===== config.mk =====
export PLATFORM = sky130hd
export DESIGN_NAME = rse_emit
export DESIGN_NICKNAME = d
export VERILOG_FILES = /design/src/hdl/rse_pkg.sv /design/src/hdl/rse_emit.sv
export SDC_FILE = /design/constraint.sdc
export NUM_CORES = 1
export LEC_CHECK = 0
export BUFFER_PORTS_ARGS = -buffer_cell sky130_fd_sc_hd__buf_2
export CAP_MARGIN = 20
export CORE_ASPECT_RATIO = 1.1
export CORE_MARGIN = 1
export CORE_UTILIZATION = 35
export DETAILED_ROUTE_END_ITERATION = 8
export GPL_ROUTABILITY_DRIVEN = 0
export PLACE_DENSITY_LB_ADDON = 0.2
export SLEW_MARGIN = 20
export SYNTH_ARGS = -nofsm -noshare
export SYNTH_HDL_FRONTEND = slang
export SYNTH_SLANG_ARGS = --single-unit

===== constraint.sdc =====
create_clock -name aclk -period 17.85 [get_ports aclk]
set_clock_uncertainty 0.05 [all_clocks]
set_input_delay 2.6775 -clock aclk [delete_from_list [all_inputs] [get_ports aclk]]
set_output_delay 2.6775 -clock aclk [all_outputs]
set_load 0.1 [all_outputs]

===== src/hdl/rse_pkg.sv =====
`timescale 1ns / 1ps
// ============================================================================
// rse_pkg - shared types and constants of the RGB Sobel edge block
// Frame limits, field widths, register indexes, result slots and the
// request record passed from the window stage to the result stage.
// ============================================================================
package rse_pkg;

    localparam int MAX_WIDTH  = 4096;
    localparam int MAX_HEIGHT = 4096;

    localparam int COL_W  = $clog2(MAX_WIDTH);
    localparam int ROW_W  = $clog2(MAX_HEIGHT);
    localparam int SIZE_W = 13;                 // frame_width / frame_height registers
    localparam int THR_W  = 11;                 // edge_threshold register
    localparam int THR_SQ_W = 2 * THR_W;
    localparam int PIX_W  = 8;
    localparam int LINE_W = 2 * PIX_W;          // older row in upper byte, newer row in lower

    localparam int CFG_IDX_W  = 2;
    localparam int CFG_DATA_W = 13;

    localparam logic [SIZE_W-1:0] WIDTH_RESET  = SIZE_W'(640);
    localparam logic [SIZE_W-1:0] HEIGHT_RESET = SIZE_W'(480);
    localparam logic [THR_W-1:0]  THR_RESET    = THR_W'(200);

    localparam logic [PIX_W-1:0] EDGE_ON  = 8'd255;
    localparam logic [PIX_W-1:0] EDGE_OFF = 8'd0;

    // gray = (r*19595 + g*38470 + b*7471) >> 16
    localparam int GRAY_SUM_W = 24;
    localparam logic [15:0] COEF_RED   = 16'd19595;
    localparam logic [15:0] COEF_GREEN = 16'd38470;
    localparam logic [15:0] COEF_BLUE  = 16'd7471;

    typedef enum logic [CFG_IDX_W-1:0] {
        REG_FRAME_WIDTH    = 2'd0,
        REG_FRAME_HEIGHT   = 2'd1,
        REG_EDGE_THRESHOLD = 2'd2,
        REG_UNUSED         = 2'd3
    } cfg_index_t;

    // Result slots of one pixel, in delivery order.
    // Bit 0 set: result for the row-end column. Bit 1 set: result for the last row.
    typedef enum logic [1:0] {
        SLOT_PREV_ROW      = 2'd0,
        SLOT_PREV_ROW_END  = 2'd1,
        SLOT_LAST_ROW      = 2'd2,
        SLOT_LAST_ROW_END  = 2'd3
    } slot_t;

    localparam int NUM_SLOTS = 4;

    // One gray column of the 3x3 neighborhood, index 0 is the top row.
    typedef logic [2:0][PIX_W-1:0] col_t;

    typedef struct packed {
        col_t                  left_col;
        col_t                  mid_col;
        col_t                  right_col;
        logic [NUM_SLOTS-1:0]  slot_mask;
        logic [ROW_W-1:0]      row;     // row of the incoming pixel
        logic [COL_W-1:0]      col;     // column of the incoming pixel
    } job_t;

endpackage


===== src/hdl/rse_emit.sv =====
`timescale 1ns / 1ps
// ============================================================================
// rse_emit - Sobel magnitude test and result sequencing
// Holds one pixel request and sends its results one per cycle, while the
// output is not stalled, through the output register.
// ============================================================================
module rse_emit (
    input  logic                          aclk,
    input  logic                          aresetn,
    input  logic                          job_valid,
    output logic                          job_ready,
    input  rse_pkg::job_t                 job,
    input  logic [rse_pkg::THR_SQ_W-1:0]  thr_sq,
    output logic                          m_tvalid,
    input  logic                          m_tready,
    output logic [31:0]                   m_tdata,  // edge_value[7:0], out_row[19:8],
                                                    // out_col[31:20]
    output logic                          m_tlast   // frame_last
);
    import rse_pkg::*;

    job_t                 job_reg;
    logic [NUM_SLOTS-1:0] pend_reg, pend_after, pend_next, sel_onehot;
    slot_t                sel;

    logic             out_valid_reg;
    logic [PIX_W-1:0] out_edge_reg;
    logic [ROW_W-1:0] out_row_reg;
    logic [COL_W-1:0] out_col_reg;
    logic             out_last_reg;

    logic out_load, take;
    col_t lc, mc, rc;
    logic hit;

    function automatic logic grad_hit(input col_t l, input col_t m, input col_t r,
                                      input logic lower, input logic [THR_SQ_W-1:0] tsq);
        logic [1:0]         ti, mi;
        logic signed [10:0] sx, sy;
        logic [9:0]         ax, ay;
        logic [19:0]        sqx, sqy;
        logic [THR_SQ_W-1:0] mag;
        ti = lower ? 2'd1 : 2'd0;
        mi = lower ? 2'd2 : 2'd1;
        sx = ($signed({3'b000, r[ti]}) - $signed({3'b000, l[ti]}))
           + (($signed({3'b000, r[mi]}) - $signed({3'b000, l[mi]})) <<< 1)
           + ($signed({3'b000, r[2]}) - $signed({3'b000, l[2]}));
        sy = ($signed({3'b000, l[2]}) + ($signed({3'b000, m[2]}) <<< 1)
              + $signed({3'b000, r[2]}))
           - ($signed({3'b000, l[ti]}) + ($signed({3'b000, m[ti]}) <<< 1)
              + $signed({3'b000, r[ti]}));
        ax  = sx[10] ? 10'(-sx) : sx[9:0];
        ay  = sy[10] ? 10'(-sy) : sy[9:0];
        sqx = {10'b0, ax} * {10'b0, ax};
        sqy = {10'b0, ay} * {10'b0, ay};
        mag = THR_SQ_W'(sqx) + THR_SQ_W'(sqy);
        return mag >= tsq;
    endfunction

    // Pick the first pending slot.
    always_comb begin
        priority if (pend_reg[SLOT_PREV_ROW]) begin
            sel = SLOT_PREV_ROW;
        end else if (pend_reg[SLOT_PREV_ROW_END]) begin
            sel = SLOT_PREV_ROW_END;
        end else if (pend_reg[SLOT_LAST_ROW]) begin
            sel = SLOT_LAST_ROW;
        end else begin
            sel = SLOT_LAST_ROW_END;
        end
        sel_onehot      = '0;
        sel_onehot[sel] = 1'b1;
    end

    assign out_load   = (pend_reg != '0) && (!out_valid_reg || m_tready);
    assign pend_after = out_load ? (pend_reg & ~sel_onehot) : pend_reg;
    assign job_ready  = (pend_after == '0);
    assign take       = job_valid && job_ready;
    assign pend_next  = take ? job.slot_mask : pend_after;

    // Row-end slots use the middle and right columns, the right one repeated.
    always_comb begin
        lc  = sel[0] ? job_reg.mid_col   : job_reg.left_col;
        mc  = sel[0] ? job_reg.right_col : job_reg.mid_col;
        rc  = job_reg.right_col;
        hit = grad_hit(lc, mc, rc, sel[1], thr_sq);
    end

    always_ff @(posedge aclk) begin
        if (!aresetn) begin
            pend_reg      <= '0;
            out_valid_reg <= 1'b0;
        end else begin
            pend_reg <= pend_next;
            if (out_load) begin
                out_valid_reg <= 1'b1;
            end else if (m_tready) begin
                out_valid_reg <= 1'b0;
            end
        end
    end

    always_ff @(posedge aclk) begin
        if (take) begin
            job_reg <= job;
        end
        if (out_load) begin
            out_edge_reg <= hit ? EDGE_ON : EDGE_OFF;
            out_row_reg  <= sel[1] ? job_reg.row : job_reg.row - ROW_W'(1);
            out_col_reg  <= sel[0] ? job_reg.col : job_reg.col - COL_W'(1);
            out_last_reg <= (sel == SLOT_LAST_ROW_END);
        end
    end

    assign m_tvalid = out_valid_reg;
    assign m_tdata  = {out_col_reg, out_row_reg, out_edge_reg};
    assign m_tlast  = out_last_reg;

    a_pend_holds: assert property (@(posedge aclk) disable iff (!aresetn)
        pend_reg != '0 && !out_load |=> pend_reg == $past(pend_reg))
        else $error("pending results changed while the output was stalled");

    a_load_shows: assert property (@(posedge aclk) disable iff (!aresetn)
        out_load |=> out_valid_reg)
        else $error("result loaded but not presented");

    a_take_arms: assert property (@(posedge aclk) disable iff (!aresetn)
        take && job.slot_mask != '0 |=> pend_reg != '0)
        else $error("request with results was dropped");

endmodule

==> summary.log <==
[global_routing] met3 global-route usage 2.25%
[logic_synthesis] post-synthesis sequential area ratio 25.5%
[clocking] number of clock buffers inserted by TritonCTS 17
[critical_path] required time at the worst-slack endpoint 18.10 ns
[floorplan] standard-cell row count 78
[clocking] number of levels the H-tree was split into 4
[floorplan] width of the chip 198 µm
[sta] Final Cycle Share 73.5%
[critical_path] worst reg2reg path depth 48
[global_routing] GRT overflow 0
[logic_synthesis] largest area contributor in the synthesized netlist sky130_fd_sc_hd__edfxtp_1
[global_routing] global-route total usage across every layer 15.6%
[routing] DRC violation total after the first TritonRoute iteration 377
[min_path] worst min-delay path startpoint pend_reg[3]
[critical_path] arrival time at the worst endpoint 13.37 ns
[critical_path] nature of the critical path startpoint flip-flop
[routing] count of unresolved DRC violations after routing 0
[placement] instance count after placement with tap cells included 2,128
[logic_synthesis] combinational family with the most area after synthesis adder cells
[clocking] CTS tree yes
[critical_path] largest stage delay on the critical path 0.57 ns
[logic_synthesis] Adder-Cell Fraction of Synth Area 37.2%
[logic_synthesis] Post-Synth XOR/XNOR Area 6.37%
[logic_synthesis] basic-gate share of the synthesized area counting and, or, nand and nor cells 10.3%
[clocking] clock-pin transition on the worst setup and hold timing paths 0.06 ns
[global_routing] maximum number of pins on one net before global-route repair 88
[floorplan] count of boundary I/O pins 161
[critical_path] most repeated library cell on the critical path sky130_fd_sc_hd__fa_1
[routing] Antenna Nets Post-Route 0
[critical_path] slowest stage cell, crit path sky130_fd_sc_hd__dfxtp_1
[logic_synthesis] EDFF count, synth 122
[routing] post-DR wirelength/cell 14.7 µm
[sta] Sum Neg Setup Slack 0 ns
[routing] total wirelength of the detailed-routed design 31,900 µm
[sta] transition time at the pin with the least slew margin 0.970 ns
[sta] worst max-slew margin expressed relative to the limit 35.1%
[logic_synthesis] Yosys cell types 77
[min_path] hold worst-path end pend_reg[3]
[logic_synthesis] Compound-Gate Fraction of Synth Area 8.33%
[floorplan] effective utilization at floorplan 35.6%
[logic_synthesis] Post-Synthesis Cells 1,431
[clocking] master cell of the clock root buffer sky130_fd_sc_hd__clkbuf_16
[floorplan] area of the die 42,900 µm²
[global_routing] routing layer with the top usage in global route met2
[clocking] setup fix buffers added after clock tree synthesis 0
[floorplan] floorplan core area 41,400 µm²
[global_routing] antenna violations before repair 2
[clocking] number of cells upsized or downsized after cts 0
[critical_path] Worst R2R End out_edge_reg[6]
[critical_path] reg2reg start pend_reg[2]
[layout] flip-flop count of the largest register after layout 96
[sta] final setup violation count 0
[clocking] Hold-fix buffers, CTS 0
[logic_synthesis] netlist area before placement 14,700 µm²
[layout] number of nets in the final layout 2,047
[floorplan] die height 217 µm
[logic_synthesis] predominant post-synthesis flop cell sky130_fd_sc_hd__edfxtp_1
[logic_synthesis] Async S/R FF share, synth 0%
[logic_synthesis] fraction of post-synthesis cell area in the top cell type by area 24.9%
[sta] final slew viol count 0
[critical_path] class of the most critical setup path reg2reg
[critical_path] largest fanout on the critical path 15
[min_path] number of instances on the worst hold path 2
[logic_synthesis] register bit total from synthesis 127
[placement] count of buffers from port buffering 160
[logic_synthesis] total nets after synthesis 1,890
[layout] layout cell share with drive strength beyond 1 17.1%
[routing] per-cell via count in the routed design 4.58
[global_routing] met1 track utilization from global routing 18.8%
[layout] post-route non-filler standard cell count 2,163
[placement] estimated wirelength of the detail-placed design 27,900 µm
[clocking] clock tree sinks 127
[global_routing] number of global-route vias before repair 10,479
[sta] RSZ-0062 raised after global routing no
[logic_synthesis] Syn. warnings 0
[routing] number of vias after detailed routing 9,915
[layout] area delta synth->final 14.1%
[run_status] outcome finished, final reports clean
[routing] detailed-router iteration count before antenna repair 5
[sta] Hold Vio Cnt, Final 0
[clocking] clock tree buffer depth 2
[flow_run] max-cap check violation count 0
[sta] minimum clock period after layout 13.12 ns
[logic_synthesis] largest cells by area after synthesis sky130_fd_sc_hd__edfxtp_1 25%, sky130_fd_sc_hd__fa_1 24%, sky130_fd_sc_hd__ha_1 13%
[clocking] clock network latency to the later pin of the worst-skew pair 0.42 ns
[global_routing] met2 track demand over resource in global routing 28.5%
[logic_synthesis] proportion of synthesized area in mux cells 3.62%
[critical_path] kind of capture point of the worst setup path flip-flop
[logic_synthesis] mean instance size in the synthesized netlist 10.3 µm²
[sta] Fmax achieved 76.2 MHz
[min_path] Worst Hold Class reg2reg
[global_routing] global-route wire length before repair 52,200 µm
[critical_path] slack of the worst reg-to-reg path 4.73 ns
-- final cells by class --
class,instances,area [µm²]
Timing Repair Buffer,169,892
Inverter,299,1120
Tap cell,560,701
Fill cell,4165,24600
Clock buffer,18,429
Multi-Input combinational cell,974,9720
Clock inverter,14,189
Sequential cell,127,3760
Antenna cell,2,5.00
-- kinds of logic after synthesis --
family | after synthesis
xor+xnor | 96
compound gates | 177
buf+inv | 330
flops | 127
fa+ha+maj | 334
simple gates | 317
mux | 50
-- how the worst max path moves through the flow --
stage                       to  depth (start not counted)        start  slack (ns)
2_1_floorplan  out_edge_reg[6]                         47  pend_reg[1]        5.72
3_5_place_dp   out_edge_reg[6]                         47  pend_reg[2]        4.24
3_3_place_gp   out_edge_reg[6]                         48  pend_reg[2]        4.56
4_1_cts        out_edge_reg[6]                         47  pend_reg[2]        4.18
5_1_grt        out_edge_reg[6]                         41  pend_reg[2]        3.57
6_report       out_edge_reg[6]                         48  pend_reg[2]        4.73
-- worst max-delay path, delay by kind of cell (launching register included) --
kind / cells / cell delay (ns)
fa+ha+maj: 13 / 5.77
compound gates: 12 / 2.84
simple gates: 13 / 2.14
buf+inv: 7 / 0.58
flops: 1 / 0.57
mux: 2 / 0.56
xor+xnor: 1 / 0.47
-- through the flow --
step,hold WS [ns],util [%],instance area [µm²],setup WS (ns)
CTS,0.464,40.6,16800,4.18
floorplan,0.421,-,14700,5.72
finish,0.469,40.7,16800,4.73
global placement,0.449,39.1,16200,4.56
detailed placement,0.454,39.1,16200,4.24
global route,0.512,40.6,16800,3.57
-- routing by layer --
metal	wire length, µm	up-vias
met5	0	-
li1	-	4947
met2	16800	168
met4	692	0
met1	13400	4768
met3	970	32
-- Yosys cell counts, types with 14 or more instances --
master                       n
sky130_fd_sc_hd__inv_1     294
sky130_fd_sc_hd__fa_1      174
sky130_fd_sc_hd__ha_1      159
sky130_fd_sc_hd__edfxtp_1  122
sky130_fd_sc_hd__nor2_1    113
sky130_fd_sc_hd__nand2_1    82
sky130_fd_sc_hd__a21oi_1    61
sky130_fd_sc_hd__xnor2_1    53
sky130_fd_sc_hd__o21ai_0    30
sky130_fd_sc_hd__xor2_1     30
sky130_fd_sc_hd__mux2i_1    28
sky130_fd_sc_hd__nand2b_1   27
sky130_fd_sc_hd__a21o_1     22
sky130_fd_sc_hd__nor3_1     21
sky130_fd_sc_hd__mux2_2     20
sky130_fd_sc_hd__clkbuf_1   14
sky130_fd_sc_hd__nand3_1    14
-- cell usage in the layout (no fill, tap or decap), drive strengths merged, types with 3 or more instances in the layout --
cell,netlist,layout
or2,5,5
mux2i,29,29
ha,159,159
edfxtp,122,122
nand4,3,3
a21boi,4,4
o21bai,7,7
and3,5,5
clkinv,1,8
o211ai,3,3
o31ai,4,4
nor2,120,120
or3,4,4
clkbuf,14,18
nand3,16,16
a211oi,8,8
xnor2,57,57
bufinv,0,4
and2,5,5
a31oi,5,5
nor3,22,22
xor2,39,39
nand2,84,84
a21oi,62,62
nor2b,11,11
dfxtp,5,5
a2111oi,4,4
a21o,22,22
inv,298,300
nor4,11,11
buf,17,169
o21ai,33,33
nand2b,27,27
o21a,7,7
mux2,21,21
fa,174,174
Power is left out: the tool's default activity adds up to more than one toggle a clock period on the data nets, which glitch-free logic cannot reach.
